<file path="src/loop_trip_count_defines.svh">
// Assertion macros shared by the loop trip count RTL.
`ifndef LOOP_TRIP_COUNT_DEFINES_SVH
`define LOOP_TRIP_COUNT_DEFINES_SVH

`ifndef NO_ASSERTIONS
// Same-cycle implication, checked at every clock edge out of reset.
`define LTC_ASSERT_IMPL(label, ante, cons) \
	label: assert property (@(posedge clk) disable iff (!arst_n) (ante) |-> (cons)) \
		else $error("loop_trip_count assertion failed");
// Next-cycle implication.
`define LTC_ASSERT_NEXT(label, ante, cons) \
	label: assert property (@(posedge clk) disable iff (!arst_n) (ante) |=> (cons)) \
		else $error("loop_trip_count assertion failed");
`else
`define LTC_ASSERT_IMPL(label, ante, cons)
`define LTC_ASSERT_NEXT(label, ante, cons)
`endif

`endif

</file>
<file path="src/ltc_pkg.sv">
// Shared types and constants for the loop trip count block.
`default_nettype none
package ltc_pkg;
	localparam int INDEX_WIDTH_DEF = 32;
	localparam int FIELD_W = 32;
	localparam int COUNT_W = 20;
	localparam int ADDR_W = 3;
	localparam int DATA_W = 32;
	localparam logic [COUNT_W-1:0] LIMIT_RESET = 20'd100000;
	// register index taken from paddr[ADDR_W-1:2]
	localparam logic REG_LIMIT = 1'b0;

	typedef enum logic [2:0] {
		OP_LT = 3'd0,
		OP_GT = 3'd1,
		OP_LE = 3'd2,
		OP_GE = 3'd3,
		OP_NE = 3'd4,
		OP_EQ = 3'd5
	} op_t;

	typedef enum logic [2:0] {
		RES_ZERO,
		RES_ONE,
		RES_LIMIT,
		RES_ORD,
		RES_NE
	} res_kind_t;

	typedef struct packed {
		res_kind_t kind;
		logic      incl;
		logic      q_neg;
	} ctx_t;
endpackage
`default_nettype wire

</file>
<file path="src/ltc_cell.sv">
// Divider cell: one restoring step, one quotient bit, with its own pipeline register.
`default_nettype none
`include "loop_trip_count_defines.svh"
module ltc_cell import ltc_pkg::*; #(
	parameter int W = INDEX_WIDTH_DEF,
	parameter int XW = 34
) (
	input  wire logic                 clk,
	input  wire logic                 arst_n,
	input  wire logic                 in_valid,
	output logic                      in_ready,
	input  wire ctx_t                 in_ctx,
	input  wire logic signed [XW-1:0] in_num,
	input  wire logic signed [XW-1:0] in_dvs,
	input  wire logic signed [XW-1:0] in_sv,
	input  wire logic [W-1:0]         in_rem,
	input  wire logic [W-1:0]         in_quo,
	input  wire logic [W-1:0]         in_dmag,
	output logic                      out_valid,
	input  wire logic                 out_ready,
	output ctx_t                      out_ctx,
	output logic signed [XW-1:0]      out_num,
	output logic signed [XW-1:0]      out_dvs,
	output logic signed [XW-1:0]      out_sv,
	output logic [W-1:0]              out_rem,
	output logic [W-1:0]              out_quo,
	output logic [W-1:0]              out_dmag
);
	logic [W:0] shifted, trial;
	logic [W-1:0] rem_n, quo_n;

	logic valid_q;
	ctx_t ctx_q;
	logic signed [XW-1:0] num_q, dvs_q, sv_q;
	logic [W-1:0] rem_q, quo_q, dmag_q;

	always_comb begin
		shifted = {in_rem, in_quo[W-1]};
		trial = shifted - {1'b0, in_dmag};
		if (!trial[W]) begin
			rem_n = trial[W-1:0];
			quo_n = {in_quo[W-2:0], 1'b1};
		end else begin
			rem_n = shifted[W-1:0];
			quo_n = {in_quo[W-2:0], 1'b0};
		end
	end

	assign in_ready = !valid_q || out_ready;

	always_ff @(posedge clk or negedge arst_n) begin
		if (!arst_n)
			valid_q <= 1'b0;
		else if (in_ready)
			valid_q <= in_valid;
	end

	always_ff @(posedge clk) begin
		if (in_valid && in_ready) begin
			ctx_q  <= in_ctx;
			num_q  <= in_num;
			dvs_q  <= in_dvs;
			sv_q   <= in_sv;
			rem_q  <= rem_n;
			quo_q  <= quo_n;
			dmag_q <= in_dmag;
		end
	end

	assign out_valid = valid_q;
	assign out_ctx = ctx_q;
	assign out_num = num_q;
	assign out_dvs = dvs_q;
	assign out_sv = sv_q;
	assign out_rem = rem_q;
	assign out_quo = quo_q;
	assign out_dmag = dmag_q;

	// hold a blocked partial result
	`LTC_ASSERT_NEXT(a_cell_hold, valid_q && !out_ready,
		valid_q && $stable(quo_q) && $stable(rem_q))
endmodule
`default_nettype wire

</file>
<file path="config.mk">
export PLATFORM = sky130hd
export DESIGN_NAME = ltc_cell
export DESIGN_NICKNAME = d
export VERILOG_FILES = /design/src/ltc_pkg.sv /design/src/ltc_cell.sv
export VERILOG_INCLUDE_DIRS = /design/src /design/src/src
export SDC_FILE = /design/constraint.sdc
export NUM_CORES = 1
export LEC_CHECK = 0
export ABC_AREA = 0
export BUFFER_PORTS_ARGS = -buffer_cell sky130_fd_sc_hd__buf_2
export CORE_AREA = 5 5 157 159
export DETAILED_ROUTE_END_ITERATION = 8
export DIE_AREA = 0 0 162 164
export PLACE_DENSITY = 0.76
export SLEW_MARGIN = 0
export SYNTH_ARGS = -nofsm -noshare
export SYNTH_HDL_FRONTEND = slang
export SYNTH_SLANG_ARGS = --single-unit
</file>
<file path="constraint.sdc">
create_clock -name clk -period 17.29 [get_ports clk]
set_input_delay 3.458 -clock clk [delete_from_list [all_inputs] [get_ports clk]]
set_output_delay 3.458 -clock clk [all_outputs]
set_load 0.05 [all_outputs]
</file>
==> impl_metrics.json <==
{
  "syn_avg_cell_area_sq_um": 15.2,
  "rsz0062_at_grt": "no",
  "fin_nets": 1231,
  "fmax_mhz": 135,
  "post-route-util_pct": 50.4,
  "placed_area_sq_mm": 0.0110,
  "post_cts_buffers": 0,
  "min_path_type": "flop to flop",
  "grt_pass1_vias": 6222,
  "htreeDepth": 1,
  "synthArstFlopShare_pct": 0.490,
  "final_layout_size_suffix_gt1_share_pct": 47.1,
  "overflow": 0,
  "clock-sinks": 204,
  "netlist_area_sq_mm": 0.00859,
  "power_density_mw_per_mm2": 114,
  "synth_nets": 807,
  "cp.arrival_ns": 3.94,
  "cts_resized": 0,
  "intPower_uw": 929,
  "clkTransAtPathRegs_ns": 0.06,
  "start_util_pct": 37.2,
  "grt_pass1_wl_microns": 38100,
  "area.sequential_sq_mm": 0.00612,
  "period_minus_slack_ns": 7.40,
  "cts_made_buffers": 23,
  "crit_chain": "buf_2 > nand2b_1 > buf_2",
  "post-route-period-util_pct": 42.8,
  "dr.pass1.iters": 5,
  "cp_slowest_cell": "buf_2",
  "slew_violations": 0,
  "clock_power_share_pct": 33.9,
  "cap_viol_max_count": 0,
  "grt_start_max_net_pins": 84,
  "synth-seq-cells": 204,
  "path_class": "input port to output port",
  "core_area_sq_mm": 0.0231,
  "dr_total_vias": 6305,
  "die_area_sq_mm": 0.0266,
  "tns_ns": 0,
  "antenna_found_initial": 7,
  "slew_headroom_pct": 30.7,
  "area_delta_synth_final_pct": 35.6,
  "gp_congestion": 0.871,
  "cp_max_fo": 3,
  "place_hpwl_microns": 21600,
  "multiInputGateArea_sq_mm": 0.00224,
  "layout_commonest_cell": "buf_2",
  "drc_errors": 0,
  "worst-r2r-setup-slack_ns": 13.93,
  "yosysWarnings": 0,
  "worst_pin_slew_ns": 1.04,
  "status": "finished, final reports clean",
  "power_frac_comb_pct": 21.6,
  "synth_cell_types": 50,
  "drt_iter0_drc": 471,
  "seqPwrFrac_pct": 44.5,
  "startpoint_type": "input port",
  "cts_buffer_depth": 3,
  "viasPerCell": 4.86,
  "setup_viol": 0,
  "grt_usage_pct": 18.9,
  "synthFlopType": "edfxtp_1",
  "die_w_microns": 162,
  "slowest_delay_ns": 0.28,
  "die_h_microns": 164,
  "boundaryPins": 412,
  "root_buffer": "clkbuf_16",
  "peakVddDrop_uv": 59.3,
  "rows": 56,
  "cts_tree": "done",
  "wl_per_cell_microns": 21.1,
  "leakagePower_uw": 0.00517,
  "p_sw_uw": 403,
  "cp_data_required_time_ns": 13.83,
  "port_buffers": 411,
  "clock_latency_ns": 0.50,
  "cp_common_cell": "buf_2",
  "drtAntennaViolNets": 0,
  "synth_edf_count": 203,
  "wl_microns": 27300,
  "final_cell_mix": "411 x buf_2, 203 x edfxtp_1, 44 x nand2_1",
  "ys_seq_area_share_pct": 71.2,
  "swShare_pct": 30.3,
  "nFillCells": 2071,
  "final.setup_skew_ns": 0.00773,
  "setup.worst_path.end_class": "output port",
  "power_uw": 1330,
  "hold_buffers": 0,
  "postSynthCellCount": 567,
  "hold_violations": 0,
  "design_area_sq_mm": 0.0117,
  "holdWs_ns": 0.705
}
worst paths after layout:
check	from	to	depth (start not counted)
hold / removal	out_valid$_DFFE_PN0N_	out_valid$_DFFE_PN0N_	2
min in group asynchronous	arst_n	out_valid$_DFFE_PN0N_	1
max in group asynchronous	arst_n	out_valid$_DFFE_PN0N_	1
setup / recovery	out_ready	in_ready	3
setup reg to reg	out_valid$_DFFE_PN0N_	out_dmag[11]$_DFFE_PP_	4
hold reg to reg	out_valid$_DFFE_PN0N_	out_valid$_DFFE_PN0N_	2
cells by family after synthesis:
group / share of synthesized area, %
muxes: 3.15
adders and majority gates: 4.89
DFF: 71.2
xor gates and xnor gates: 2.45
buffers and inverters: 2.77
AOI/OAI and AO/OA: 9.28
and+or+nand+nor: 6.25
sequential cells by signal, summed over array words and instances (netlist names):
name / flops
out_dvs: 34
out_num: 34
out_sv: 34
out_dmag: 32
out_quo: 32
out_rem: 32
out_ctx: 5
out_valid: 1
power groups by stage:
stage / Clock, uW / Combinational (uW) / Sequential [uW]
2_1_floorplan: 0 / 96.9 / 717
3_3_place_gp: 0 / 287 / 603
3_5_place_dp: 0 / 290 / 603
4_1_cts: 465 / 291 / 594
5_1_grt: 489 / 305 / 596
6_report: 451 / 288 / 593
layout make-up:
class / count / share of cell area, %
Antenna cell: 2 / 0.0429
Inverter: 42 / 1.35
Clock buffer: 24 / 4.97
Sequential cell: 204 / 52.5
Clock inverter: 14 / 0.977
Tap cell: 290 / 3.11
Multi-Input combinational cell: 306 / 19.2
Timing Repair Buffer: 414 / 17.8
critical path: cells and delay by family:
kind / cells / cell delay [ns]
buf+inv: 2 / 0.35
simple gates: 1 / 0.13
synth_stat cells, drive strengths merged (5+ instances only):
| cell | count | area, sq um |
|---|---|---|
| edfxtp | 203 | 6100 |
| nand2 | 44 | 165 |
| inv | 42 | 158 |
| a21oi | 36 | 195 |
| ha | 32 | 400 |
| o21ai | 24 | 120 |
| mux2 | 18 | 270 |
| nor2 | 16 | 60.1 |
| a21o | 15 | 113 |
| xnor2 | 14 | 123 |
| clkbuf | 11 | 41.3 |
| nand3 | 11 | 55.1 |
| xor2 | 10 | 87.6 |
| o211ai | 9 | 81.3 |
| nand2b | 7 | 43.8 |
| nand4 | 7 | 43.8 |
| and3 | 6 | 37.5 |
| o21a | 6 | 45.0 |
| nor2b | 5 | 31.3 |
| o21bai | 5 | 37.5 |
| o31ai | 5 | 37.5 |
routing by layer:
metal	global-route usage [%]	vias up	wire (microns)
met5	0	-	62
met4	3.77	10	418
met3	6.35	41	2390
met2	34.6	245	14200
met1	21.7	3018	10300
li1	-	2991	-
through the flow:
step	std cells	setup WS, ns
floorplan	567	8.09
global placement	1256	9.90
detailed placement	1256	9.89
CTS	1294	9.89
global route	1295	9.86
finish	1296	9.89
(Power assumes the default switching activity.)
