--- config.mk ---
export PLATFORM = sky130hd
export DESIGN_NAME = ltc_back
export DESIGN_NICKNAME = d
export VERILOG_FILES = /design/src/ltc_pkg.sv /design/src/ltc_back.sv
export VERILOG_INCLUDE_DIRS = /design/src /design/src/src
export SDC_FILE = /design/constraint.sdc
export NUM_CORES = 1
export LEC_CHECK = 0
export BUFFER_PORTS_ARGS = -buffer_cell sky130_fd_sc_hd__buf_2
export CAP_MARGIN = 20
export CORE_UTILIZATION = 55
export DETAILED_ROUTE_END_ITERATION = 12
export PLACE_DENSITY_LB_ADDON = 0.2
export SLEW_MARGIN = 20
export SYNTH_ARGS = -nofsm -noshare
export SYNTH_HDL_FRONTEND = slang
export SYNTH_SLANG_ARGS = --single-unit
--- constraint.sdc ---
create_clock -name clk -period 1.7 [get_ports clk]
set_input_delay 0.17 -clock clk [delete_from_list [all_inputs] [get_ports clk]]
set_output_delay 0.17 -clock clk [all_outputs]
set_load 0.02 [all_outputs]
--- src/loop_trip_count_defines.svh ---
// Assertion macros shared by the loop trip count RTL.
`ifndef LOOP_TRIP_COUNT_DEFINES_SVH
`define LOOP_TRIP_COUNT_DEFINES_SVH

`ifndef NO_ASSERTIONS
// Same-cycle implication, checked at every clock edge out of reset.
`define LTC_ASSERT_IMPL(label, ante, cons) \
	label: assert property (@(posedge clk) disable iff (!arst_n) (ante) |-> (cons)) \
		else $error("loop_trip_count assertion failed");
// Next-cycle implication.
`define LTC_ASSERT_NEXT(label, ante, cons) \
	label: assert property (@(posedge clk) disable iff (!arst_n) (ante) |=> (cons)) \
		else $error("loop_trip_count assertion failed");
`else
`define LTC_ASSERT_IMPL(label, ante, cons)
`define LTC_ASSERT_NEXT(label, ante, cons)
`endif

`endif

--- src/ltc_pkg.sv ---
// Shared types and constants for the loop trip count block.
`default_nettype none
package ltc_pkg;
	localparam int INDEX_WIDTH_DEF = 32;
	localparam int FIELD_W = 32;
	localparam int COUNT_W = 20;
	localparam int ADDR_W = 3;
	localparam int DATA_W = 32;
	localparam logic [COUNT_W-1:0] LIMIT_RESET = 20'd100000;
	// register index taken from paddr[ADDR_W-1:2]
	localparam logic REG_LIMIT = 1'b0;

	typedef enum logic [2:0] {
		OP_LT = 3'd0,
		OP_GT = 3'd1,
		OP_LE = 3'd2,
		OP_GE = 3'd3,
		OP_NE = 3'd4,
		OP_EQ = 3'd5
	} op_t;

	typedef enum logic [2:0] {
		RES_ZERO,
		RES_ONE,
		RES_LIMIT,
		RES_ORD,
		RES_NE
	} res_kind_t;

	typedef struct packed {
		res_kind_t kind;
		logic      incl;
		logic      q_neg;
	} ctx_t;
endpackage
`default_nettype wire

--- src/ltc_back.sv ---
// Back stage: overflow and exactness checks, saturation, output register.
`default_nettype none
`include "loop_trip_count_defines.svh"
module ltc_back import ltc_pkg::*; #(
	parameter int W = INDEX_WIDTH_DEF,
	parameter int XW = 34
) (
	input  wire logic                 clk,
	input  wire logic                 arst_n,
	input  wire logic                 in_valid,
	output logic                      in_ready,
	input  wire ctx_t                 in_ctx,
	input  wire logic signed [XW-1:0] in_num,
	input  wire logic signed [XW-1:0] in_dvs,
	input  wire logic signed [XW-1:0] in_sv,
	input  wire logic [W-1:0]         in_rem,
	input  wire logic [W-1:0]         in_quo,
	input  wire logic [W-1:0]         in_dmag,
	input  wire logic [COUNT_W-1:0]   limit,
	output logic                      out_valid,
	input  wire logic                 out_stall,
	output logic [COUNT_W-1:0]        trip_count,
	output logic                      rejected
);
	localparam logic signed [XW-1:0] IDX_MAX = {{(XW-W+1){1'b0}}, {(W-1){1'b1}}};
	localparam logic signed [XW-1:0] IDX_MIN = ~IDX_MAX;

	logic signed [XW-1:0] q_x, r_x, d_x, rem_s, prod, last_v, cnt, lim_x, cnt_f;
	logic exact, inc, ord_bad, ne_bad;

	logic valid_q;
	logic [COUNT_W-1:0] trip_q;
	logic rej_q;

	always_comb begin
		q_x = {{(XW-W){1'b0}}, in_quo};
		r_x = {{(XW-W){1'b0}}, in_rem};
		d_x = {{(XW-W){1'b0}}, in_dmag};
		lim_x = {{(XW-COUNT_W){1'b0}}, limit};
		rem_s = in_num[XW-1] ? -r_x : r_x;
		exact = r_x == d_x - XW'(1);
		inc = in_ctx.incl && exact;
		// step times count, rebuilt from numerator and remainder
		prod = in_num - rem_s + (inc ? in_dvs : '0);
		last_v = in_sv + prod;
		ord_bad = prod < IDX_MIN || prod > IDX_MAX || last_v < IDX_MIN || last_v > IDX_MAX;
		cnt = q_x + {{(XW-1){1'b0}}, inc};
		ne_bad = in_rem != '0 || (in_ctx.q_neg && in_quo != '0);
		case (in_ctx.kind)
			RES_ZERO:  cnt_f = '0;
			RES_ONE:   cnt_f = XW'(1);
			RES_ORD:   cnt_f = ord_bad ? lim_x : cnt;
			RES_NE:    cnt_f = ne_bad ? lim_x : q_x;
			default:   cnt_f = lim_x;
		endcase
		if (cnt_f > lim_x)
			cnt_f = lim_x;
	end

	assign in_ready = !valid_q || !out_stall;

	always_ff @(posedge clk or negedge arst_n) begin
		if (!arst_n)
			valid_q <= 1'b0;
		else if (in_ready)
			valid_q <= in_valid;
	end

	always_ff @(posedge clk) begin
		if (in_valid && in_ready) begin
			trip_q <= cnt_f[COUNT_W-1:0];
			rej_q  <= cnt_f >= lim_x;
		end
	end

	assign out_valid = valid_q;
	assign trip_count = trip_q;
	assign rejected = rej_q;

	`LTC_ASSERT_NEXT(a_out_hold, valid_q && out_stall,
		valid_q && $stable(trip_q) && $stable(rej_q))
endmodule
`default_nettype wire

==> results of run 1 <==
[through the flow]
step | hold slack, ns | setup slack, ns
2_1_floorplan | -0.126 | -9.84
3_3_place_gp | -0.0555 | -10.33
3_5_place_dp | -0.0506 | -10.92
4_1_cts | 0.114 | -10.21
[repair_timing]
item | CTS
resized for setup | 126
endpoints found under the hold margin | 1
pin swaps | 40
setup endpoints to repair | 21
hold buffers | 1
setup buffers | 50
cloned | 3
[per-layer routing]
| metal | overflow | global-route usage, % |
|---|---|---|
| met3 | 3 | 61.9 |
| met5 | 0 | 23.8 |
| met2 | 65 | 96.7 |
| met4 | 51 | 82.8 |
| met1 | 2 | 76.2 |
[cells by family after synthesis]
kind of cell	share of synthesized area (%)
adder cells (fa/ha/maj)	23.4
multiplexers	2.45
buffers and inverters	3.72
AND/OR/NAND/NOR	25.9
XOR/XNOR	10.9
flip-flops	7.41
AO/OA/AOI/OAI	26.1
[synthesized netlist by cell type, types with 4 or more instances]
cell         n  area (sq um)
xor2_1      56           490
nor2_1      55           206
o2111ai_1    6          52.6
nor3_1      28           140
nor2b_1     25           156
a221o_1      6          60.1
nor4_1      23           144
a21boi_0     7          52.6
mux2i_1     10           100
or4_4        4          45.0
nand4b_1     6          52.6
nand3_1     28           140
a2111oi_0    8          70.1
o21bai_1     8          60.1
o41ai_1      4          35.0
nand4_1     21           131
and3_1      44           275
nor3b_1      4          30.0
a211oi_1     8          60.1
nand2b_1    17           106
nand2_1     84           315
o31ai_1     15           113
edfxtp_1    21           631
xnor2_1     47           412
and4_1       7          61.3
clkbuf_1    23          86.3
a21oi_1     71           355
a31o_2       5          43.8
or3_1       20           125
inv_1       52           195
fa_1        34           681
o21ai_0     64           320
a31oi_1     11          68.8
a22o_1      11          96.3
and2_1      11          68.8
mux2_2       5          56.3
o2bb2ai_1    7          61.3
o211ai_1    10          75.1
or2_2        6          37.5
buf_2        5          25.0
o21a_1       8          60.1
a21o_1      65           488
ha_1       111          1390
or4_1       10          75.1
==> flow_summary.yaml, run 1 <==
clock_network:
  cts_buffer_depth: 2
  cts_max_level: 1
  clock-sinks: 22
  cts-root-buf: "clkbuf_16"
  cts_made_buffers: 3
logic_synthesis:
  synth_area_sq_mm: 0.00884
  syn_avg_cell_area_sq_um: 7.85
  synth_cell_type_count: 82
  ys_warn_count: 0
  ys_ff_latch: 22
  syn_inst: 1127
  ys_async_sr_fraction_pct: 4.55
  synth_fp_nets: 1499
  yosysSeqAreaShare_pct: 7.41
  synth_top_flop_cell: "edfxtp_1"
  synth_edf_count: 21
global_route:
  grt_pass1_wl_um: 98400
  grt_pass1_vias: 17200
  overflow: 121
  grt_max_degree: 31
  grt_usage_pct: 78.1
place:
  dp_cells: 1966
  dp_hpwl_um: 31300
  port-buffer-count: 249
  gp_congestion: 1.03
  place_area_sq_mm: 0.0134
floorplan:
  dieWidth_um: 129
  rows: 45
  start_util_pct: 57.3
  die_h_um: 129
  ios: 250
status:
  lastStage: "5_1_grt"
  outcome: "stopped before the end"
  firstError: "[ERROR GRT-0116] Global routing finished with congestion. Check the congestion regions in the DRC Viewer."
==> inputs of run 2 (changes only) <==
CORE_UTILIZATION = 40   (was 55)
PLACE_DENSITY_LB_ADDON = 0.15   (was 0.2)
==> flow_summary.yaml, run 2 <==
layout:
  largest_register_ffs: 20
  final_cell_mix: "442 x buf_4, 247 x buf_2, 97 x ha_1, 80 x nand2_1, 65 x a21o_1"
  layout-drive-gt1-share_pct: 47.9
  final_common_cell: "buf_4"
  nFillCells: 1808
  final_nets: 2207
  syn2layout_area_growth_pct: 70.2
critical_path:
  slowest_stage: "or4_4"
  crit_buf_inv: 9
  required_ns: 1.70
  max_stage_delay_ns: 0.57
  crit_path_max_fanout: 5
  critical_path_arrival_ns: 11.98
  crit_family: "compound AO/OA/AOI/OAI gates"
  critical_path_class: "input pin to flop"
  worst_setup_path_start_kind: "input pin"
  endpoint_kind: "flop"
timing:
  maxSlewHeadroom_pct: 67.2
  rsz0062_at_grt: "true"
  fin_crit_sh_pct: 704
  post-route-min-period_ns: 11.97
  worst_pin_slew_ns: 0.479
  fin_worst_skew_ns: 0.00271
  timing.fmax_mhz: 83.5
  holdWs_ns: 0.105
  drv_slew: 0
  finalHoldViolCount: 0
  setup_violations: 21
  setup_slack_ns: -10.27
floorplan:
  start_util_pct: 40.6
  die_h_um: 151
  rows: 54
  ios: 250
  core_sq_mm: 0.0218
  dieArea_sq_mm: 0.0227
  dieWidth_um: 151
clock_network:
  clkLatencyLatePin_ns: 0.26
  cts_max_level: 1
  cts_made_buffers: 3
  clk_pin_slew_ns: 0.06
  clock-sinks: 22
  cts_buffer_depth: 2
  cts_tree: "done"
  cts-root-buf: "clkbuf_16"
route:
  wl_per_cell_um: 16.6
  drc: 0
  final_antenna_net_count: 0
  viasPerCell: 5.47
  drt-total-wl_um: 35200
  drtIter0Drc: 705
  drt_pass1_iterations: 5
  vias: 11600
power:
  p_int_uw: 5220
  p_clk_share_pct: 5.7
  switching_power_uw: 3900
  switching_share_pct: 42.8
  p_comb_share_pct: 86.9
  powerDensity_mw_per_mm2: 606
  seqPwrFrac_pct: 7.4
  ir_worst_vdd_uv: 394
  power.leakage_uw: 0.00765
global_route:
  grt_usage_pct: 29.6
  grt_max_degree: 22
  met2_usage_pct: 50.6
  grt_pass1_wl_um: 53200
  grt_pass1_vias: 10900
  overflow: 0
  grt_use_met1_pct: 40.4
  grt_busiest_layer: "met2"
  antenna_found_initial: 2
  use_met3_pct: 2.03
logic_synthesis:
  syn_inst: 1127
  yosysSeqAreaShare_pct: 7.41
  synth.most_common_cell: "ha_1"
  synth_area_sq_mm: 0.00884
  ys_warn_count: 0
  synth_top_flop_cell: "edfxtp_1"
  synthDominantCellAreaShare_pct: 15.7
  synth_fp_nets: 1499
  ys_async_sr_fraction_pct: 4.55
  ys_ff_latch: 22
  synth_common_cells: "111 x ha_1, 84 x nand2_1, 71 x a21oi_1"
  synth_edf_count: 21
  synth_top_area_cell: "ha_1"
  syn_avg_cell_area_sq_um: 7.85
  synth_area_leaders: "ha_1 16%, fa_1 7.7%, edfxtp_1 7.1%"
  synth_cell_type_count: 82
place:
  port-buffer-count: 249
  place_ws_ns: -10.68
  dp_hpwl_um: 29300
  gp_congestion: 1.02
status:
  failed_checks: "negative setup slack"
  outcome: "finished with violations"
run:
  drv_cap: 0
worst_hold_path:
  hold_class: "input pin to flop"
-- run 2: cell counts after synthesis --
Identical to the previous run, type by type.
-- run 2: layout make-up --
class / count / area, sq um / share of cell area [%]
Clock buffer: 4 / 78.8 / 0.524
Multi-Input combinational cell: 1022 / 8670 / 57.6
Inverter: 52 / 198 / 1.31
Antenna cell: 2 / 5.00 / 0.0332
Timing Repair Buffer: 734 / 5090 / 33.8
Sequential cell: 22 / 656 / 4.36
Tap cell: 280 / 350 / 2.33
-- run 2: kinds of logic (layout without fill, tap and decap cells) --
kind of cell | Yosys count | count (layout) | share of synthesized area [%]
simple gates | 411 | 411 | 25.9
compound gates | 341 | 341 | 26.1
fa+ha+maj | 145 | 145 | 23.4
xor+xnor | 106 | 106 | 10.9
buf+inv | 83 | 790 | 3.72
flops | 22 | 22 | 7.41
mux | 19 | 19 | 2.45
other cells | 0 | 2 | 0
-- run 2: per-layer routing --
| metal | part of all wire [%] | vias to the layer above |
|---|---|---|
| li1 | - | 5701 |
| met1 | 44 | 5368 |
| met2 | 47 | 437 |
| met3 | 6.6 | 66 |
| met4 | 2.7 | 0 |
| met5 | 0 | - |
-- run 2: final timing paths --
kind | start | endpoint | slack, ns | cells past startpoint
worst max-delay path | in_dmag[11] | rejected$_DFFE_PP_ | -10.27 | 65
worst min-delay path | in_valid | out_valid$_DFFE_PN0N_ | 0.11 | 2
worst max register to register | out_valid$_DFFE_PN0N_ | rejected$_DFFE_PP_ | 0.50 | 3
worst min register to register | out_valid$_DFFE_PN0N_ | out_valid$_DFFE_PN0N_ | 0.53 | 2
max in group asynchronous | arst_n | out_valid$_DFFE_PN0N_ | 1.39 | 2
min in group asynchronous | arst_n | out_valid$_DFFE_PN0N_ | 0.23 | 2
-- run 2: timing repair --
item / CTS / global route
hold endpoints to repair: 1 / 0
gates resized for setup: 108 / 70
hold buffers: 1 / 0
buffers inserted: 41 / 27
gates cloned: 2 / 0
setup endpoints to repair: 21 / 21
pin swaps: 52 / 41
-- run 2: through the flow --
stage,instance area (sq um),utilization (%),total power [uW],setup TNS [ns],instances
global route,15100,69.2,9820,-196.56,2116
CTS,14600,67.2,8540,-182.86,2102
global placement,13700,63.0,7260,-192.25,2060
detailed placement,13700,63.0,7390,-193.33,2060
finish,15100,69.2,9120,-187.92,2116
floorplan,8980,-,4410,-169.64,1127
-- run 2: power by group through the flow --
stage	clock [uW]	combinational, uW	sequential [uW]
floorplan	0	3660	751
global placement	0	6570	686
detailed placement	0	6700	686
CTS	532	7330	675
global route	551	8580	680
finish	522	7920	675
Note: power is estimated with default switching activity, not from simulation.
