**src/loop_trip_count_defines.svh**
```systemverilog
// Assertion macros shared by the loop trip count RTL.
`ifndef LOOP_TRIP_COUNT_DEFINES_SVH
`define LOOP_TRIP_COUNT_DEFINES_SVH

`ifndef NO_ASSERTIONS
// Same-cycle implication, checked at every clock edge out of reset.
`define LTC_ASSERT_IMPL(label, ante, cons) \
	label: assert property (@(posedge clk) disable iff (!arst_n) (ante) |-> (cons)) \
		else $error("loop_trip_count assertion failed");
// Next-cycle implication.
`define LTC_ASSERT_NEXT(label, ante, cons) \
	label: assert property (@(posedge clk) disable iff (!arst_n) (ante) |=> (cons)) \
		else $error("loop_trip_count assertion failed");
`else
`define LTC_ASSERT_IMPL(label, ante, cons)
`define LTC_ASSERT_NEXT(label, ante, cons)
`endif

`endif

```
**src/ltc_pkg.sv**
```systemverilog
// Shared types and constants for the loop trip count block.
`default_nettype none
package ltc_pkg;
	localparam int INDEX_WIDTH_DEF = 32;
	localparam int FIELD_W = 32;
	localparam int COUNT_W = 20;
	localparam int ADDR_W = 3;
	localparam int DATA_W = 32;
	localparam logic [COUNT_W-1:0] LIMIT_RESET = 20'd100000;
	// register index taken from paddr[ADDR_W-1:2]
	localparam logic REG_LIMIT = 1'b0;

	typedef enum logic [2:0] {
		OP_LT = 3'd0,
		OP_GT = 3'd1,
		OP_LE = 3'd2,
		OP_GE = 3'd3,
		OP_NE = 3'd4,
		OP_EQ = 3'd5
	} op_t;

	typedef enum logic [2:0] {
		RES_ZERO,
		RES_ONE,
		RES_LIMIT,
		RES_ORD,
		RES_NE
	} res_kind_t;

	typedef struct packed {
		res_kind_t kind;
		logic      incl;
		logic      q_neg;
	} ctx_t;
endpackage
`default_nettype wire

```
**src/ltc_front.sv**
```systemverilog
// Front stage: classifies the loop, forms the numerator and operand magnitudes.
`default_nettype none
`include "loop_trip_count_defines.svh"
module ltc_front import ltc_pkg::*; #(
	parameter int W = INDEX_WIDTH_DEF,
	parameter int XW = 34
) (
	input  wire logic                 clk,
	input  wire logic                 arst_n,
	input  wire logic                 in_valid,
	output logic                      in_ready,
	input  wire logic [2:0]           op,
	input  wire logic signed [FIELD_W-1:0] start_value,
	input  wire logic signed [FIELD_W-1:0] end_value,
	input  wire logic signed [FIELD_W-1:0] step,
	output logic                      out_valid,
	input  wire logic                 out_ready,
	output ctx_t                      ctx,
	output logic signed [XW-1:0]      num,
	output logic signed [XW-1:0]      dvs,
	output logic signed [XW-1:0]      sv,
	output logic [W-1:0]              nmag,
	output logic [W-1:0]              dmag
);
	localparam logic signed [XW-1:0] IDX_MAX = {{(XW-W+1){1'b0}}, {(W-1){1'b1}}};
	localparam logic signed [XW-1:0] IDX_MIN = ~IDX_MAX;

	logic signed [XW-1:0] s_x, e_x, d_x, span, rnd, num_ord, nsel, nabs, dabs;
	logic in_rng, fwd, dist_ok, ord_ok;
	ctx_t ctx_c;

	logic valid_q;
	ctx_t ctx_q;
	logic signed [XW-1:0] num_q, dvs_q, sv_q;
	logic [W-1:0] nmag_q, dmag_q;

	assign s_x = {{(XW-FIELD_W){start_value[FIELD_W-1]}}, start_value};
	assign e_x = {{(XW-FIELD_W){end_value[FIELD_W-1]}}, end_value};
	assign d_x = {{(XW-FIELD_W){step[FIELD_W-1]}}, step};

	always_comb begin
		in_rng = s_x >= IDX_MIN && s_x <= IDX_MAX && e_x >= IDX_MIN && e_x <= IDX_MAX
			&& d_x >= IDX_MIN && d_x <= IDX_MAX;
		span = e_x - s_x;
		dist_ok = span >= IDX_MIN && span <= IDX_MAX;
		rnd = d_x[XW-1] ? d_x + XW'(1) : d_x - XW'(1);
		num_ord = span + rnd;
		ord_ok = num_ord >= IDX_MIN && num_ord <= IDX_MAX;
		fwd = (op == OP_LT) || (op == OP_LE);
		ctx_c.incl = (op == OP_LE) || (op == OP_GE);
		ctx_c.kind = RES_LIMIT;
		nsel = span;
		case (op)
			OP_LT, OP_GT, OP_LE, OP_GE: begin
				nsel = num_ord;
				if (!in_rng)
					ctx_c.kind = RES_LIMIT;
				else if ((fwd && s_x > e_x) || (!fwd && s_x < e_x))
					ctx_c.kind = RES_ZERO;
				else if (d_x == '0 || (fwd == d_x[XW-1]))
					ctx_c.kind = RES_LIMIT;
				else if (!dist_ok || !ord_ok)
					ctx_c.kind = RES_LIMIT;
				else if (d_x == '1 && num_ord == IDX_MIN)
					ctx_c.kind = RES_LIMIT;
				else
					ctx_c.kind = RES_ORD;
			end
			OP_NE: begin
				if (!in_rng || d_x == '0 || !dist_ok)
					ctx_c.kind = RES_LIMIT;
				else if (d_x == '1 && span == IDX_MIN)
					ctx_c.kind = RES_LIMIT;
				else
					ctx_c.kind = RES_NE;
			end
			OP_EQ: begin
				if (start_value != end_value)
					ctx_c.kind = RES_ZERO;
				else if (step != '0)
					ctx_c.kind = RES_ONE;
				else
					ctx_c.kind = RES_LIMIT;
			end
			default: ctx_c.kind = RES_LIMIT;
		endcase
		nabs = nsel[XW-1] ? -nsel : nsel;
		dabs = d_x[XW-1] ? -d_x : d_x;
		ctx_c.q_neg = nsel[XW-1] ^ d_x[XW-1];
	end

	assign in_ready = !valid_q || out_ready;

	always_ff @(posedge clk or negedge arst_n) begin
		if (!arst_n)
			valid_q <= 1'b0;
		else if (in_ready)
			valid_q <= in_valid;
	end

	always_ff @(posedge clk) begin
		if (in_valid && in_ready) begin
			ctx_q  <= ctx_c;
			num_q  <= nsel;
			dvs_q  <= d_x;
			sv_q   <= s_x;
			nmag_q <= nabs[W-1:0];
			dmag_q <= dabs[W-1:0];
		end
	end

	assign out_valid = valid_q;
	assign ctx = ctx_q;
	assign num = num_q;
	assign dvs = dvs_q;
	assign sv = sv_q;
	assign nmag = nmag_q;
	assign dmag = dmag_q;

	// an ordered loop that reaches the divider has numerator and step of one sign
	`LTC_ASSERT_IMPL(a_ord_sign, valid_q && ctx_q.kind == RES_ORD,
		num_q == '0 || num_q[XW-1] == dvs_q[XW-1])
	`LTC_ASSERT_IMPL(a_ord_step, valid_q && ctx_q.kind == RES_ORD, dvs_q != '0)
endmodule
`default_nettype wire

```
**config.mk**
```make
export PLATFORM = sky130hd
export DESIGN_NAME = ltc_front
export DESIGN_NICKNAME = d
export VERILOG_FILES = /design/src/ltc_pkg.sv /design/src/ltc_front.sv
export VERILOG_INCLUDE_DIRS = /design/src /design/src/src
export SDC_FILE = /design/constraint.sdc
export NUM_CORES = 1
export LEC_CHECK = 0
export ABC_AREA = 0
export BUFFER_PORTS_ARGS = -buffer_cell sky130_fd_sc_hd__buf_2
export CORE_MARGIN = 8
export CORE_UTILIZATION = 54
export CTS_CLUSTER_DIAMETER = 200
export CTS_CLUSTER_SIZE = 10
export DETAILED_ROUTE_END_ITERATION = 12
export PLACE_DENSITY = 0.76
export REMOVE_ABC_BUFFERS = 1
export SETUP_SLACK_MARGIN = 0.5
export SYNTH_ARGS = -nofsm -noshare
export SYNTH_HDL_FRONTEND = slang
export SYNTH_SLANG_ARGS = --single-unit
```
**constraint.sdc**
```tcl
create_clock -name clk -period 12.16 [get_ports clk]
set_input_delay 1.216 -clock clk [delete_from_list [all_inputs] [get_ports clk]]
set_output_delay 1.216 -clock clk [all_outputs]
set_load 0.05 [all_outputs]
```
==> flow_summary.json, run 1 <==
{
  "port_buffers": 275,
  "cp.arrival_ns": 8.25,
  "path_clk_slew_ns": 0.07,
  "synth-warning-count": 0,
  "pin_count": 276,
  "grt_pass1_wl_um": 57000,
  "grt_setup_unrepaired": "false",
  "area_growth_pct": 16.7,
  "cts_root_buf": "clkbuf_16",
  "clock-sinks": 166,
  "gp_congestion": 0.938,
  "cts_buffers": 17,
  "finalWorstSetupSlack_ns": 4.10,
  "cts_tree": "yes",
  "cts_setup_buffers": 0,
  "nNetsFinal": 1803,
  "pwr-share-comb_pct": 53.0,
  "synth_top_cell_area_share_pct": 38.4,
  "startpoint_type": "input pin",
  "fin_crit_ns": 8.06,
  "worstMarginPinSlew_ns": 1.18,
  "synth_cells": 1354,
  "start_util_pct": 55.0,
  "synth_largest_area_cell": "edfxtp_1",
  "ys_ff_latch": 166,
  "finalPower_mw": 2.82,
  "fillers": 1999,
  "ir_worst_vdd_v": 0.000102,
  "vias_per_cell": 5.77,
  "avgSynthCellArea_um2": 9.54,
  "r2r_slack_ns": 10.08,
  "hp-class": "input pin to asynchronous set/reset pin",
  "route.detailed.drc": 0,
  "netlist-cell-type-count": 82,
  "synth.most_common_cell": "edfxtp_1",
  "first_global_vias": 10799,
  "die_y_um": 171,
  "hold_buffers": 0,
  "yosys_most_used_dff": "edfxtp_1",
  "cp_data_required_time_ns": 12.35,
  "row_count": 56,
  "fin_crit_sh_pct": 66.3,
  "gr-usage-all-layers_pct": 24.6,
  "p_per_area_nw_per_um2": 187,
  "core_area_um2": 23500,
  "rr_worst_depth": 3,
  "async_reset_ff_share_pct": 0.602,
  "post_cts_resized": 0,
  "drive_above_1_share_pct": 22.1,
  "routed_wl_um": 36200,
  "num_vias": 11120,
  "outcome": "finished, final reports clean",
  "p_int_mw": 1.52,
  "dpl_cell_area_um2": 14500,
  "fin_tns_setup_ns": 0,
  "mappedNetlistArea_um2": 12900,
  "netlist_top_cells_count": "edfxtp_1 (165), a21oi_1 (108), nor2_1 (106)",
  "drt_iter0_drc": 719,
  "switchingPower_mw": 1.30,
  "wl_per_cell_um": 18.8,
  "htreeDepth": 4,
  "leakage_nw": 6.38,
  "rr_startpoint": "out_valid",
  "seq_area_frac_synth_pct": 38.6,
  "synth.area.top_cells": "edfxtp_1 (38%), ha_1 (9.8%), xnor2_1 (6.6%)",
  "clock_latency_ns": 0.44,
  "setup_violations": 0,
  "drv_slew": 0,
  "drtAntennaViolNets": 0,
  "synth_edf_count": 165,
  "swShare_pct": 46.1,
  "clockBufferDepth": 2,
  "worst_hold_slack_ns": 0.528,
  "end_kind": "register",
  "fmax_mhz": 124,
  "power_frac_clock_pct": 19.2,
  "grt_max_degree": 71,
  "grt.overflow.total": 0,
  "maxSlewHeadroom_pct": 21.5,
  "drv_cap": 0,
  "r2r_end": "ctx[3]",
  "antenna_found_initial": 0,
  "stdcell_area_um2": 15100,
  "seqPwrFrac_pct": 27.8,
  "die_x_um": 171,
  "first_pass_iters": 5,
  "hold_viol_final": 0,
  "num_antenna_cells": 0,
  "skew_ns": 0.0122,
  "path_class": "input pin to register",
  "pre_cts_slack_ns": 3.69,
  "critPathMaxFanout": 36,
  "die_area_um2": 29100,
  "dpl.hpwl_um": 28600
}
[flip-flops by register name, indices dropped and copies added, names as in the netlist]
signal     flops
num           34
dvs           32
sv            32
dmag          31
nmag          31
ctx            5
out_valid      1
[layout make-up]
class / instances / area, um^2 / area share [%]
inverter: 85 / 319 / 2.12
tap: 319 / 399 / 2.65
sequential: 166 / 4980 / 33.1
clock inverter: 14 / 155 / 1.03
timing repair buffer: 282 / 1430 / 9.48
multi-input combinational: 1044 / 7350 / 48.8
clock buffer: 18 / 429 / 2.85
[layout by cell type (no fill, tap or decap), drive strengths merged, types with 17 or more instances in the layout]
cell type,n
o21ai,59
o31ai,19
ha,101
clkbuf,18
buf,282
nor3,34
xor2,48
a21oi,108
o21a,18
xnor2,97
inv,91
a211oi,17
edfxtp,165
nor2,106
nand3,35
o21bai,19
nand2b,19
nand4,24
nand2,84
a21o,34
[logic make-up (layout without fill, tap and decap cells)]
family | after synthesis | count (layout) | share of synthesized area (%)
AOI/OAI and AO/OA | 359 | 359 | 18.4
xor gates and xnor gates | 145 | 145 | 9.84
adders and majority gates | 104 | 104 | 10.3
buffers and inverters | 144 | 399 | 4.50
DFF | 166 | 166 | 38.6
muxes | 25 | 25 | 2.10
and+or+nand+nor | 411 | 411 | 16.3
[power by group through the flow]
| stage | Sequential (mW) | Clock (mW) | Combinational (mW) |
|---|---|---|---|
| 2_1_floorplan | 1.07 | 0 | 0.841 |
| 3_3_place_gp | 0.797 | 0 | 1.46 |
| 3_5_place_dp | 0.796 | 0 | 1.47 |
| 4_1_cts | 0.784 | 0.550 | 1.48 |
| 5_1_grt | 0.791 | 0.569 | 1.62 |
| 6_report | 0.783 | 0.543 | 1.49 |
[worst max-delay path by stage]
stage | start | slack [ns] | to
CTS | step[31] | 4.13 | nmag[17]
floorplan | step[31] | 5.08 | nmag[16]
finish | step[31] | 4.10 | nmag[17]
global route | step[31] | 3.35 | nmag[17]
detailed placement | step[31] | 3.69 | nmag[7]
global placement | step[31] | 3.97 | nmag[16]
[critical path, cell delays in order]
cell and delay (ns):
buf_2 0.07, buf_4 0.30, inv_1 0.61, fa_1 0.66, a21o_1 0.20, a21oi_1 0.26, o21ai_0 0.16, a41oi_1 0.48
nor3_1 0.12, o31ai_1 0.26, nor2b_1 0.25, xnor2_1 0.12, ha_1 0.43, nand2_1 0.07, o21ai_0 0.52, a211oi_1 0.10
and4bb_1 0.26, o31ai_1 0.37, a211o_1 0.24, a31oi_1 0.17, o21ai_0 0.21, a22o_1 0.15, buf_4 0.32, clkinv_1 0.36
o21ai_0 0.21, xnor2_1 0.08
[layer usage]
metal | GRT usage [%] | wire length [um]
met3 | 5.25 | 3100
met2 | 38.3 | 15800
met4 | 7.55 | 797
met5 | 0 | 0
met1 | 33.8 | 16500
[through the flow]
stage               std cells  util [%]
finish                   1928      64.2
global route             1928      64.2
CTS                      1928      64.2
detailed placement       1896      61.7
global placement         1896      61.7
floorplan                1295         -
(Power assumes the default switching activity.)
==> run 2: changes to the inputs <==
--- a/config.mk
+++ b/config.mk
@@ -6,14 +6,14 @@
 export SDC_FILE = /design/constraint.sdc
 export NUM_CORES = 1
 export LEC_CHECK = 0
-export ABC_AREA = 0
+export ABC_AREA = 1
 export BUFFER_PORTS_ARGS = -buffer_cell sky130_fd_sc_hd__buf_2
 export CORE_MARGIN = 8
-export CORE_UTILIZATION = 54
+export CORE_UTILIZATION = 52
 export CTS_CLUSTER_DIAMETER = 200
 export CTS_CLUSTER_SIZE = 10
 export DETAILED_ROUTE_END_ITERATION = 12
-export PLACE_DENSITY = 0.76
+export PLACE_DENSITY = 0.75
 export REMOVE_ABC_BUFFERS = 1
 export SETUP_SLACK_MARGIN = 0.5
 export SYNTH_ARGS = -nofsm -noshare
==> constraint.sdc (replaced) <==
create_clock -name clk -period 7.4 [get_ports clk]
set_input_delay 0.74 -clock clk [delete_from_list [all_inputs] [get_ports clk]]
set_output_delay 0.74 -clock clk [all_outputs]
set_load 0.05 [all_outputs]
==> run 2 against run 1 <==
Net effect: via count grew 38%; setup slack worse by 2.5 ns; synthesized cell count is 64% higher; core utilization is 3.4 points lower; die area is 20% higher; power rose by 68%; routed wire length is 41% higher; synthesized area up 17%; sequential share of layout area down 4.5 points; non-clock buffer count up 1; sequential power is 60% higher; clock-buffer cell count rose by 1; critical path type unchanged; highest routed layer unchanged.
==> flow_summary.json, run 2 <==
{
  "grt_setup_unrepaired": "false",
  "route.detailed.drc": 0,
  "maxSlewHeadroom_pct": 31.2,
  "drtAntennaViolNets": 0,
  "multi_input_area_um2": 8470,
  "fin_crit_ns": 5.76,
  "die_x_um": 187,
  "dpl_cell_area_um2": 16900,
  "routed_wl_um": 51100,
  "fin_tns_setup_ns": 0,
  "first_global_vias": 14470,
  "largest_register_ffs": 34,
  "drive_above_1_share_pct": 15.5,
  "synth-warning-count": 0,
  "rr_worst_depth": 2,
  "clock_latency_ns": 0.43,
  "wl_per_cell_um": 17.7,
  "drv_slew": 0,
  "nNetsFinal": 2705,
  "cp.arrival_ns": 5.93,
  "post_cts_resized": 0,
  "cts_setup_buffers": 0,
  "ir_worst_vdd_v": 0.000166,
  "grt_pass1_wl_um": 78900,
  "seq_area_frac_synth_pct": 32.9,
  "drt_iter0_drc": 1430,
  "synth_edf_count": 165,
  "first_pass_iters": 6,
  "cp_num_buf_inv": 6,
  "netlist-cell-type-count": 48,
  "stdcell_area_um2": 17400,
  "cp_data_required_time_ns": 7.57,
  "end_kind": "register",
  "critPathMaxFanout": 33,
  "clock-sinks": 166,
  "synth.area.top_cells": "edfxtp_1 (33%), nand2_1 (18%), inv_1 (9.9%)",
  "path_clk_slew_ns": 0.07,
  "cts_buffers": 17,
  "fin_crit_sh_pct": 77.8,
  "gp_congestion": 0.989,
  "fillers": 2808,
  "core_area_um2": 28700,
  "synth.most_common_cell": "nand2_1",
  "synth_largest_area_cell": "edfxtp_1",
  "seq_area_um2": 4980,
  "setup_violations": 0,
  "critPathTopFamily": "simple AND/OR/NAND/NOR gates",
  "num_vias": 15375,
  "hp-class": "input pin to asynchronous set/reset pin",
  "cts_root_buf": "clkbuf_16",
  "r2r_slack_ns": 5.15,
  "row_count": 62,
  "dpl.hpwl_um": 42700,
  "outcome": "finished, final reports clean",
  "start_util_pct": 52.7,
  "grt_max_degree": 80,
  "p_per_area_nw_per_um2": 271,
  "final_cell_mix": "nand2_1 (741), inv_1 (400), buf_2 (275)",
  "hold_viol_final": 0,
  "rr_startpoint": "out_valid",
  "htreeDepth": 4,
  "pin_count": 276,
  "slowest_delay_ns": 0.43,
  "cts_tree": "yes",
  "finalPower_mw": 4.73,
  "synth_cells": 2219,
  "final_common_cell": "nand2_1",
  "path_class": "input pin to register",
  "num_antenna_cells": 0,
  "hold_buffers": 0,
  "leakage_nw": 9.23,
  "cp_common_cell": "nand2_1",
  "r2r_end": "sv[14]",
  "synth_top_cell_area_share_pct": 32.8,
  "antenna_found_initial": 0,
  "area_growth_pct": 15.3,
  "clockBufferDepth": 2,
  "vias_per_cell": 5.31,
  "drv_cap": 0,
  "mappedNetlistArea_um2": 15100,
  "netlist_top_cells_count": "nand2_1 (741), inv_1 (400), nor2_1 (193)",
  "skew_ns": 0.00910,
  "finalWorstSetupSlack_ns": 1.64,
  "pre_cts_slack_ns": 1.27,
  "die_area_um2": 34800,
  "gr-usage-all-layers_pct": 28.3,
  "cp_slowest_cell": "buf_4",
  "worstMarginPinSlew_ns": 1.03,
  "startpoint_type": "input pin",
  "stdcell_count": 2894,
  "grt.overflow.total": 0,
  "place_inst": 2863,
  "yosys_most_used_dff": "edfxtp_1",
  "async_reset_ff_share_pct": 0.602,
  "fmax_mhz": 174,
  "avgSynthCellArea_um2": 6.82,
  "die_y_um": 187,
  "port_buffers": 275,
  "ys_ff_latch": 166
}
==> run 2: changes by cell type after synthesis, moves of 18 or more <==
cell	delta
nand2_1	+657
nand2b_1	-19
nand2_2	+21
nand3_1	+140
o31ai_1	-18
clkbuf_1	-31
a21oi_1	-29
xnor2_1	-75
inv_1	+317
nand4_1	+31
nor2_1	+87
a21o_1	-29
==> run 2: metrics by stage <==
stage	utilization [%]	hold WS (ns)
5_1_grt	60.7	0.0425
4_1_cts	60.7	0.0515
3_3_place_gp	58.9	0.515
3_5_place_dp	58.9	0.516
6_report	60.7	0.0660
2_1_floorplan	-	0.444
==> run 2: worst reg2reg max path, stage by stage (launching register included) <==
cell and delay (ns):
dfrtp_1 0.43, a21oi_4 0.50, buf_4 0.89
==> run 2: layout make-up <==
cell class                 instances  area share, %
sequential                       166           28.6
timing repair buffer             283           8.24
clock inverter                    12          0.545
multi-input combinational       1621           48.6
tap                              384           2.76
inverter                         409           8.81
clock buffer                      19           2.48
==> run 2: power breakdown <==
part           total, mW  switching [mW]  internal (mW)
clock network      0.842           0.411          0.432
logic               2.64            1.94          0.703
registers           1.25          0.0279           1.22
==> run 2: worst max path at each step <==
stage	from	endpoint	slack (ns)	cells past startpoint
final	step[31]	nmag[22]	1.64	33
after global routing	step[31]	nmag[22]	1.23	33
after CTS	step[31]	nmag[22]	1.72	33
after detailed placement	step[31]	nmag[22]	1.27	33
after global placement	step[31]	nmag[22]	1.36	31
after floorplan	in_valid	ctx[0]	-2.06	2
==> run 2: kinds of logic (layout without fill, tap and decap cells) <==
kind of cell	count (synthesis)	after routing	synth area share (%)
xor+xnor	85	85	5.07
simple gates	1284	1284	36.8
buf+inv	432	723	11.1
compound gates	148	148	5.35
fa+ha+maj	104	104	8.75
flops	166	166	32.9
==> run 2: routing by layer <==
| layer | wire length [um] | part of all wire (%) | track usage, % | vias up |
|---|---|---|---|---|
| met4 | 920 | 1.8 | 6.63 | 0 |
| li1 | - | - | - | 7640 |
| met1 | 22400 | 44 | 37.9 | 7126 |
| met2 | 23900 | 47 | 47.3 | 550 |
| met5 | 0 | 0 | 0 | - |
| met3 | 3810 | 7.5 | 4.49 | 59 |
